<file path="src/rtl/srs_pkg.sv">
// srs_pkg: shared constants, types and codes of the substring removal stream
// no dependencies; used by srs_cell, srs_out_buf, substring_removal_stream and the testbench
package srs_pkg;

    localparam int unsigned MAX_PATTERN = 16;
    localparam int unsigned DEPTH       = 16;
    localparam int unsigned CHAR_W      = 8;
    localparam int unsigned CNT_W       = $clog2(DEPTH + 1);
    localparam int unsigned IDX_W       = $clog2(DEPTH);
    localparam int unsigned CFG_W       = 64;
    localparam int unsigned CFG_IDX_W   = 2;
    localparam int unsigned LEN_W       = 5;

    typedef logic [CHAR_W-1:0]    t_char;
    typedef logic [CNT_W-1:0]     t_cnt;
    typedef logic [IDX_W-1:0]     t_idx;
    typedef logic [CFG_IDX_W-1:0] t_cfg_idx;
    typedef logic [LEN_W-1:0]     t_len;

    localparam t_cfg_idx REG_PAT_LO  = t_cfg_idx'(0);
    localparam t_cfg_idx REG_PAT_HI  = t_cfg_idx'(1);
    localparam t_cfg_idx REG_PAT_LEN = t_cfg_idx'(2);

    localparam t_cnt LEN_CAP = t_cnt'((MAX_PATTERN < DEPTH) ? MAX_PATTERN : DEPTH);

    typedef struct packed {
        logic en;
        logic app;
        logic shift;
        logic in_use;
    } t_cell_ctl;

    typedef struct packed {
        t_char char_out;
        logic  char_valid;
        logic  last_out;
    } t_result;

endpackage

</file>
<file path="src/rtl/substring_removal_stream.sv">
// substring_removal_stream: top level, removes every occurrence of a pattern from a stream
// depends on srs_pkg, srs_cell and srs_out_buf
//
// usage
//   input words carry one character (or none) and a last flag; output words carry a kept
//   character (or an end-only marker) and a last flag on the final word of a string
//   both channels use valid/stall; a word moves when valid is high and stall is low
//   the pattern (up to 16 bytes) and its length are written through the config port
//   while the block is idle; length zero passes text through unchanged
//   a result is pushed into the output buffer as the word that causes it is taken,
//   unless that word starts a flush or drop as below
//   throughput: one input word per cycle while no flush or drop holds the input and
//   the output buffer has room; the row of 16 byte cells shifts at most once per cycle
//   and compares against the pattern in parallel
//   a last word that leaves n >= 2 bytes to flush holds the input while the window
//   emits one byte per step and then closes the string; its results each wait in a
//   hold register before they go to the output buffer
//   a pattern change in mid-string can hold the input while bytes are emitted or dropped
//   the two-word output buffer keeps input flowing while the receiver stalls until
//   it is full; a full buffer then holds the input off through o_stall
//   reset clears the window count, the buffer and the pattern registers
module substring_removal_stream (
    input  logic                              i_clk,
    input  logic                              i_rst_n,
    input  logic                              i_valid,
    output logic                              o_stall,
    input  srs_pkg::t_char                    i_char_in,
    input  logic                              i_has_char,
    input  logic                              i_last_in,
    output logic                              o_valid,
    input  logic                              i_stall,
    output srs_pkg::t_char                    o_char_out,
    output logic                              o_char_valid,
    output logic                              o_last_out,
    input  logic                              i_cfg_we,
    input  srs_pkg::t_cfg_idx                 i_cfg_index,
    input  logic [srs_pkg::CFG_W-1:0]         i_cfg_data
);

    logic [srs_pkg::CFG_W-1:0]     r_pat_lo;
    logic [srs_pkg::CFG_W-1:0]     r_pat_hi;
    srs_pkg::t_len                 r_pat_len;
    logic [2*srs_pkg::CFG_W-1:0]   pat_all;

    srs_pkg::t_cnt    r_cnt, n_cnt;
    srs_pkg::t_cnt    r_drop, n_drop;
    logic             r_busy, n_busy;
    logic             r_last, n_last;
    logic             r_hold_v, n_hold_v;
    srs_pkg::t_char   r_hold, n_hold;

    srs_pkg::t_cnt    len;
    srs_pkg::t_cnt    wcnt;
    logic             buf_full;
    logic             accept;
    logic             act;
    logic             has_in;
    logic             last_cur;
    logic             shift;
    logic             emit;
    logic             work;
    logic             more;
    logic             match_all;
    logic             push_v;
    srs_pkg::t_result push_d;
    srs_pkg::t_result out_d;

    srs_pkg::t_char             eff [srs_pkg::DEPTH];
    logic [srs_pkg::DEPTH-1:0]  ok;
    srs_pkg::t_cell_ctl         ctl [srs_pkg::DEPTH];

    assign pat_all  = {r_pat_hi, r_pat_lo};
    assign len      = (srs_pkg::t_cnt'(r_pat_len) > srs_pkg::LEN_CAP) ?
                      srs_pkg::LEN_CAP : srs_pkg::t_cnt'(r_pat_len);
    assign o_stall  = r_busy || buf_full;
    assign accept   = i_valid && !o_stall;
    assign act      = !buf_full && (r_busy || i_valid);
    assign has_in   = accept && i_has_char;
    assign last_cur = r_busy ? r_last : i_last_in;
    assign wcnt     = r_cnt + srs_pkg::t_cnt'(has_in);
    assign match_all = &ok;

    // config registers
    always_ff @(posedge i_clk) begin
        if (!i_rst_n) begin
            r_pat_lo  <= '0;
            r_pat_hi  <= '0;
            r_pat_len <= '0;
        end else if (i_cfg_we) begin
            case (i_cfg_index)
                srs_pkg::REG_PAT_LO:  r_pat_lo  <= i_cfg_data;
                srs_pkg::REG_PAT_HI:  r_pat_hi  <= i_cfg_data;
                srs_pkg::REG_PAT_LEN: r_pat_len <= i_cfg_data[srs_pkg::LEN_W-1:0];
                default: begin
                end
            endcase
        end
    end

    // row of window cells, oldest byte in cell 0
    for (genvar g = 0; g < srs_pkg::DEPTH; g++) begin : g_cell
        srs_pkg::t_char next_b;

        if (g == srs_pkg::DEPTH - 1) begin : g_end
            assign next_b = '0;
        end else begin : g_mid
            assign next_b = eff[g+1];
        end

        assign ctl[g].en     = act;
        assign ctl[g].app    = has_in && (r_cnt[srs_pkg::IDX_W-1:0] == srs_pkg::t_idx'(g));
        assign ctl[g].shift  = shift;
        assign ctl[g].in_use = (srs_pkg::t_cnt'(g) < len);

        srs_cell u_cell (
            .i_clk  (i_clk),
            .i_ctl  (ctl[g]),
            .i_char (i_char_in),
            .i_next (next_b),
            .i_pat  (pat_all[g*srs_pkg::CHAR_W +: srs_pkg::CHAR_W]),
            .o_eff  (eff[g]),
            .o_ok   (ok[g])
        );
    end

    // one window step per cycle while there is input or a flush or drop under way and the output buffer has room
    always_comb begin
        shift  = 1'b0;
        emit   = 1'b0;
        work   = 1'b1;
        n_cnt  = wcnt;
        n_drop = r_drop;
        if (r_drop != '0) begin
            shift  = 1'b1;
            n_cnt  = wcnt - srs_pkg::t_cnt'(1);
            n_drop = r_drop - srs_pkg::t_cnt'(1);
        end else if ((len == '0) && (wcnt != '0)) begin
            shift = 1'b1;
            emit  = 1'b1;
            n_cnt = wcnt - srs_pkg::t_cnt'(1);
        end else if ((len != '0) && (wcnt >= len)) begin
            if (match_all) begin
                if (wcnt == len) begin
                    n_cnt = '0;
                end else begin
                    shift  = 1'b1;
                    n_cnt  = wcnt - srs_pkg::t_cnt'(1);
                    n_drop = len - srs_pkg::t_cnt'(1);
                end
            end else begin
                shift = 1'b1;
                emit  = 1'b1;
                n_cnt = wcnt - srs_pkg::t_cnt'(1);
            end
        end else if (last_cur && (wcnt != '0)) begin
            shift = 1'b1;
            emit  = 1'b1;
            n_cnt = wcnt - srs_pkg::t_cnt'(1);
        end else begin
            work = 1'b0;
        end
        more = (n_drop != '0)
            || ((len == '0) ? (n_cnt != '0) : (n_cnt >= len))
            || (last_cur && (n_cnt != '0));
    end

    // result routing; a word is held back while a string may still end on it
    always_comb begin
        push_v   = 1'b0;
        push_d   = '0;
        n_busy   = r_busy;
        n_last   = r_last;
        n_hold   = r_hold;
        n_hold_v = r_hold_v;
        if (act) begin
            if (!r_busy) begin
                if (more) begin
                    n_busy   = 1'b1;
                    n_last   = i_last_in;
                    n_hold   = eff[0];
                    n_hold_v = emit;
                end else if (emit) begin
                    push_v = 1'b1;
                    push_d = '{char_out: eff[0], char_valid: 1'b1, last_out: i_last_in};
                end else if (i_last_in) begin
                    push_v = 1'b1;
                    push_d = '{char_out: '0, char_valid: 1'b0, last_out: 1'b1};
                end
            end else if (work) begin
                if (emit) begin
                    push_v   = r_hold_v;
                    push_d   = '{char_out: r_hold, char_valid: 1'b1, last_out: 1'b0};
                    n_hold   = eff[0];
                    n_hold_v = 1'b1;
                end
            end else begin
                n_busy   = 1'b0;
                n_hold_v = 1'b0;
                if (r_hold_v) begin
                    push_v = 1'b1;
                    push_d = '{char_out: r_hold, char_valid: 1'b1, last_out: r_last};
                end else if (r_last) begin
                    push_v = 1'b1;
                    push_d = '{char_out: '0, char_valid: 1'b0, last_out: 1'b1};
                end
            end
        end
    end

    always_ff @(posedge i_clk) begin
        r_hold <= n_hold;
    end

    always_ff @(posedge i_clk) begin
        if (!i_rst_n) begin
            r_cnt    <= '0;
            r_drop   <= '0;
            r_busy   <= 1'b0;
            r_last   <= 1'b0;
            r_hold_v <= 1'b0;
        end else begin
            if (act) begin
                r_cnt  <= n_cnt;
                r_drop <= n_drop;
            end
            r_busy   <= n_busy;
            r_last   <= n_last;
            r_hold_v <= n_hold_v;
        end
    end

    srs_out_buf u_out_buf (
        .i_clk   (i_clk),
        .i_rst_n (i_rst_n),
        .i_push  (push_v),
        .i_data  (push_d),
        .i_pop   (!i_stall),
        .o_full  (buf_full),
        .o_valid (o_valid),
        .o_data  (out_d)
    );

    assign o_char_out   = out_d.char_out;
    assign o_char_valid = out_d.char_valid;
    assign o_last_out   = out_d.last_out;

endmodule

</file>
<file path="src/rtl/srs_cell.sv">
// srs_cell: one byte of the pending window with its pattern compare
// depends on srs_pkg
module srs_cell (
    input  logic               i_clk,
    input  srs_pkg::t_cell_ctl i_ctl,
    input  srs_pkg::t_char     i_char,
    input  srs_pkg::t_char     i_next,
    input  srs_pkg::t_char     i_pat,
    output srs_pkg::t_char     o_eff,
    output logic               o_ok
);

    srs_pkg::t_char r_byte;
    srs_pkg::t_char n_byte;

    // byte as seen this cycle, including a character written here now
    assign o_eff = i_ctl.app ? i_char : r_byte;
    assign o_ok  = !i_ctl.in_use || (o_eff == i_pat);

    always_comb begin
        if (!i_ctl.en) begin
            n_byte = r_byte;
        end else if (i_ctl.shift) begin
            n_byte = i_next;
        end else begin
            n_byte = o_eff;
        end
    end

    always_ff @(posedge i_clk) begin
        r_byte <= n_byte;
    end

endmodule

</file>
<file path="src/rtl/srs_out_buf.sv">
// srs_out_buf: two-word result buffer between the window and the output channel
// depends on srs_pkg
module srs_out_buf (
    input  logic             i_clk,
    input  logic             i_rst_n,
    input  logic             i_push,
    input  srs_pkg::t_result i_data,
    input  logic             i_pop,
    output logic             o_full,
    output logic             o_valid,
    output srs_pkg::t_result o_data
);

    srs_pkg::t_result r_mem [2];
    logic             r_wp;
    logic             r_rp;
    logic [1:0]       r_cnt;
    logic [1:0]       n_cnt;
    logic             pop_go;

    assign o_full  = (r_cnt == 2'd2);
    assign o_valid = (r_cnt != 2'd0);
    assign o_data  = r_mem[r_rp];
    assign pop_go  = i_pop && o_valid;

    always_comb begin
        n_cnt = r_cnt;
        if (i_push && !pop_go) begin
            n_cnt = r_cnt + 2'd1;
        end else if (!i_push && pop_go) begin
            n_cnt = r_cnt - 2'd1;
        end
    end

    always_ff @(posedge i_clk) begin
        if (i_push) begin
            r_mem[r_wp] <= i_data;
        end
    end

    always_ff @(posedge i_clk) begin
        if (!i_rst_n) begin
            r_wp  <= 1'b0;
            r_rp  <= 1'b0;
            r_cnt <= 2'd0;
        end else begin
            if (i_push) begin
                r_wp <= !r_wp;
            end
            if (pop_go) begin
                r_rp <= !r_rp;
            end
            r_cnt <= n_cnt;
        end
    end

endmodule

</file>
<file path="config.mk">
export PLATFORM = sky130hd
export DESIGN_NAME = substring_removal_stream
export DESIGN_NICKNAME = d
export VERILOG_FILES = /design/src/rtl/srs_pkg.sv /design/src/rtl/substring_removal_stream.sv /design/src/rtl/srs_cell.sv /design/src/rtl/srs_out_buf.sv
export SDC_FILE = /design/constraint.sdc
export NUM_CORES = 1
export LEC_CHECK = 0
export BUFFER_PORTS_ARGS = -buffer_cell sky130_fd_sc_hd__buf_2
export CAP_MARGIN = 30
export CORE_ASPECT_RATIO = 0.7
export CORE_MARGIN = 10
export CORE_UTILIZATION = 62
export CTS_CLUSTER_DIAMETER = 200
export DETAILED_ROUTE_END_ITERATION = 7
export PLACE_DENSITY = 0.81
export SLEW_MARGIN = 0
export SYNTH_ARGS = -nofsm -noshare
export SYNTH_HDL_FRONTEND = slang
export SYNTH_SLANG_ARGS = --single-unit
</file>
<file path="constraint.sdc">
create_clock -name i_clk -period 8.8 [get_ports i_clk]
set_input_delay 1.32 -clock i_clk [delete_from_list [all_inputs] [get_ports i_clk]]
set_output_delay 1.32 -clock i_clk [all_outputs]
set_load 0.01 [all_outputs]
</file>
# == After elaboration in Yosys (flattened, before gate mapping) ==
# Memories as Yosys holds them, arrays and structs flattened. A register that Yosys moved wholly into a read port is not among the register bits.
# Index checks and enable logic that the tools add are counted.
# W data, S select, Z words.
# word_totals
ff_bits,286
ramBits,20
romBits,0
latch_bits,0
output_inout_bits,12
mem_count,1
# memory_table
memory,words,width,read_ports,rd_ports_with_merged_regs,write_ports,line,rtl
u_out_buf.r_mem,2,10,1,1,1,srs_out_buf.sv:14,srs_pkg::t_result r_mem [2];
# op_classes
shifts,0
n_mux,93
eq_ne,38
n_mul,0
n_div,0
bitwise_logic,1
n_lt_le_gt_ge,19
n_addsub,6
n_reduce_logical,87
# ops
operator,n
$mux W8,35
$eq A8 B8 Y1,16
$mux W10,7
$mux W5,12
$lt A4 B5 Y1 const A,8
$mux W1,37
$eq A4 B4 Y1 const B,8
$logic_and A1 B1 Y1,26
$reduce_bool A5 Y1,5
$logic_not A1 Y1,23
$logic_or A1 B1 Y1,20
$lt A3 B5 Y1 const A,4
$eq A4 B3 Y1 const B,4
$reduce_and A16 Y1,1
$sub A5 B1 Y5 const B,3
$ge A5 B5 Y1,2
$lt A1 B5 Y1 const A,2
$lt A2 B5 Y1 const A,2
$eq A4 B2 Y1 const B,2
$reduce_and A2 Y1,3
$reduce_and A3 Y1,2
$reduce_bool A2 Y1,3
$add A5 B1 Y5,1
$eq A5 B5 Y1,1
other kinds (14),17

# == Depth between registers and ports, before layout ==
# depth
word_depth,25
ltp_mapped,34
mapped_depth_nobuf,31

# == Cells and area by module ==
# Synthesis repeated with hierarchy kept, for this count alone.
# hier_totals
cells_unflattened,1532
hier_area_um2,17170.2
# by_module_without_submodules
mod,area_each_um2,cells_per_inst,seq_area_each_um2,instances
srs_cell,560.5,37,240.2,16
substring_removal_stream,7263.2,887,3163.0,1
srs_out_buf,938.4,53,700.7,1

# == Least setup slack after synthesis ==
# OpenSTA, ideal clock, no wires.
# synth_path
kind,input -> register
startpoint,input port i_valid
endpoint,"memory u_out_buf.r_mem[1][0] (netlist name), enable pin"
t_arrival_ns,7.045
cell_stages,30
setup_slack_ns,1.373
path_cell_list,nor2b_2 buf_4 and3_1 ha_1 ha_1 nand2_1 xor2_1 inv_1 ha_1 and4_1 a21oi_1 a21boi_0 o21ai_0 or3_4 nor4b_4 o21ai_2 buf_6 buf_2 o21ai_0 ha_1 nand2b_1 a21o_1 a21oi_1 nor2b_1 o21ai_0 nand2b_1 a21oi_1 o221a_2 o2111ai_1 a21oi_1
# synth_between
elab_chain_cells,20
word_cells_on_any_way,111
classes_between,add/sub: 2; order compare: 2; eq/ne: 17; mux: 44; reduce/logical: 46
# synth_rtl
element,line,rtl
from (decl),substring_removal_stream.sv:25,"input logic i_valid,"
"parallel branches: the longest is 17 deep, another holds $add A5 B1 Y5",-,
$mux W1 (*),substring_removal_stream.sv:175,if (act) begin
$mux W1 (*),srs_out_buf.sv:36,if (i_push) begin
$mux W1 (not written as such) (*),srs_out_buf.sv:37,r_mem[r_wp] <= i_data;
to (decl),srs_out_buf.sv:14,
# Every way passes the cells marked *.

# == Final worst setup path ==
# layout_path
startpoint,input port i_valid
endpoint,register u_out_buf.r_cnt[1]
# layout_between
elab_chain_cells,21
word_cells_on_any_way,114
classes_between,add/sub: 2; order compare: 2; eq/ne: 17; mux: 43; reduce/logical: 50
# layout_rtl
element,line,rtl
"parallel branches: the longest is 17 deep, another holds $add A5 B1 Y5",-,
$mux W1 (*),substring_removal_stream.sv:175,
via push_v,substring_removal_stream.sv:64,logic push_v;
$logic_not A1 Y1,srs_out_buf.sv:30,end else if (!i_push && pop_go) begin
$logic_and A1 B1 Y1,srs_out_buf.sv:30,
$reduce_bool A2 Y1 (no source line),-,
to (signal assigned),srs_out_buf.sv:53,r_cnt <= n_cnt;
to (decl),srs_out_buf.sv:17,logic [1:0] r_cnt;
# Mark *: on every way through the listed nets, which the timed path passes.
# A chain may end at the register's enable or synchronous reset.

==> out/results.ini <==
[routing]
dr.pass1.iters=7
drt-initial-drc-count=2547
drc=0
vias_per_cell=6.81
ant_nets=0
routedWlPerCell_um=23.3
routed_wl_um=56900
vias=16600

[min_path]
min_path_type=reg2reg

[sta]
fin_crit_ps=7650
layout_setup_ws_ps=1150
final_hold_viol_count=0
setup_violations=0
tightestPinTransition_ps=1110
hold_ws_ps=462
final_max_slew_viol_count=0
rsz0062_at_grt=no
fin_skew_ps=22.5
finalCritPeriodShare_pct=86.9
clock.fmax_mhz=131
tns_ps=0
maxSlewHeadroom_pct=25.7

[clock_tree]
clock-sinks=307
clk_path_buf_depth=3
clk_pin_slew_ps=60
cts_tree=done
cts_setup_buffers=0
htreeDepth=1
cts_buffers=29
cts-root-buf=clkbuf_16
cts_hold_buf=0
clk-insertion-delay-late_ps=580
cts.repair.resized=0

[cells_and_area]
layout_commonest_cell=nand2_1
final_cell_mix=nand2_1 (355), a21oi_1 (216), nor2_1 (173)
nFillCells=2232
layout-area-overhead-vs-synth_pct=9.57
nets=2144
regArea_sq_um=7710
drive_gt1_share_pct=11.9
multi_input_area_sq_um=9070

[setup_path]
path_class=in2reg
critPathLaunchType=input port
critPathCaptureType=flop
cp_max_fo=27
cp.arrival_ps=8150
required_ps=9300

[place]
dp_hpwl_um=39200
portBuffers=92
pre_cts_slack_ps=793
place_congestion=0.971

[global_routing]
antenna_found_initial=2
track_usage_pct=31.2
grt-ovfl-total=0
grt_pass1_wl_um=88100
grt_max_degree=76
grt_pass1_vias=15600

[power_and_ir_drop]
p_per_area_nw_per_um2=358
p_leak_nw=6.97
vdd_drop_max_v=0.000191

[yosys]
synth_warnings=0
synth_cell_type_count=84
synth_nets=2112
yosys_register_bits=307
synth_area_sq_um=17500
synthFlopType=edfxtp_1
async_reset_ff_share_pct=0
syn_area_per_cell_sq_um=8.69
syn_inst=2012
synth_edf_count=156
synth-seq-area-share_pct=44.1

[floorplan]
ios=93
rows=51
initial_core_util_pct=62.9
die_y_um=161
coreArea_sq_um=27800
chipWidth_um=221
dieArea_sq_um=35400

[job]
cap_violations=0

[status]
status=complete, no violations

-- critical path, cell delays in order --
cell and delay [ps]:
buf_2 100, nor2b_2 450, and4_1 900, nand3_1 180
and3_1 210, a311o_1 280, nor4_1 650, nor2b_1 170
or4_1 590, nor4b_4 370, o21ai_4 90, o21ai_0 250
ha_1 270, nand2b_1 150, a21o_1 170, a21oi_1 140
nor2b_1 60, o21ai_0 150, nand2b_1 80, a21oi_1 140
o221a_2 260, o2111ai_1 230, nand2_1 150, ha_1 270
or3_1 360, a21oi_1 160
-- synth_stat cells, drive strengths merged (30+ instances only) --
master / number / area, sq um
a21boi: 34 / 255
clkbuf: 109 / 409
o21a: 32 / 240
edfxtp: 156 / 4680
nor2: 177 / 688
o32ai: 32 / 280
nor4: 32 / 215
o22ai: 57 / 357
nand3: 44 / 220
o21ai: 69 / 364
nor3: 81 / 405
mux2i: 73 / 855
dfxtp: 151 / 3020
buf: 30 / 196
a21oi: 217 / 1090
xnor2: 59 / 517
nand2: 361 / 1390
-- per-stage QoR --
step / util, % / cell area [sq um] / std cells / power, W
after global routing: 68.9 / 19200 / 2438 / 0.00721
after global placement: 65.3 / 18200 / 2382 / 0.00534
final: 68.9 / 19200 / 2439 / 0.00685
after CTS: 68.8 / 19100 / 2437 / 0.00672
after detailed placement: 65.4 / 18200 / 2383 / 0.00547
after floorplan: - / 17500 / 2012 / 0.00467
-- final timing paths --
kind	startpoint	end	slack, ps	cells past startpoint
max	i_valid	u_out_buf.r_cnt[1]	1150	26
max reg2reg	r_cnt[1]	u_out_buf.r_cnt[1]	1480	25
min reg2reg	r_pat_lo[30]	r_pat_lo[30]	460	2
min	r_pat_lo[30]	r_pat_lo[30]	460	2
-- area by class of cell --
cell class | instances | area share (%)
multi-input cells | 1533 | 47.3
clock buffers | 43 | 4.45
repair buffers | 140 | 4.43
diodes | 1 | 0.0131
flip-flops and latches | 307 | 40.2
inverters | 33 | 0.673
clock inverters | 11 | 0.470
well taps | 371 | 2.42
-- where the power goes --
part	switching (W)	internal [W]	total, W	leakage [nW]
Sequential	0.000447	0.00217	0.00262	2.76
Combinational	0.00186	0.00111	0.00297	3.74
Clock	0.000563	0.000702	0.00126	0.469
Total	0.00287	0.00398	0.00685	6.97
-- kinds of logic (layout without fill, tap and decap cells) --
family	count (synthesis)	count (layout)	synth area share, %
adder cells (fa/ha/maj)	19	19	1.36
AND/OR/NAND/NOR	815	815	21.5
flip-flops	307	307	44.1
buffers and inverters	172	227	4.17
AO/OA/AOI/OAI	536	536	19.3
multiplexers	84	84	5.59
other	0	1	0
XOR/XNOR	79	79	3.96
-- state kept, by name, indices dropped and copies added (netlist names), named ones only --
register	flops
g_cell.u_cell.r_byte	128
r_pat_hi	64
r_pat_lo	64
u_out_buf.r_mem	20
r_hold	8
r_cnt	5
r_drop	5
r_pat_len	5
u_out_buf.r_cnt	2
r_busy	1
r_hold_v	1
r_last	1
u_out_buf.r_rp	1
u_out_buf.r_wp	1
-- layer usage --
metal  wire (um)  GRT usage (%)  up-vias
met5           0              0        -
met4        2000           9.37        0
met3        8450           9.61      186
met2       24200           45.4     1208
met1       22300           43.6     7847
li1            -              -     7373
Note: power is estimated with default switching activity, not from simulation.
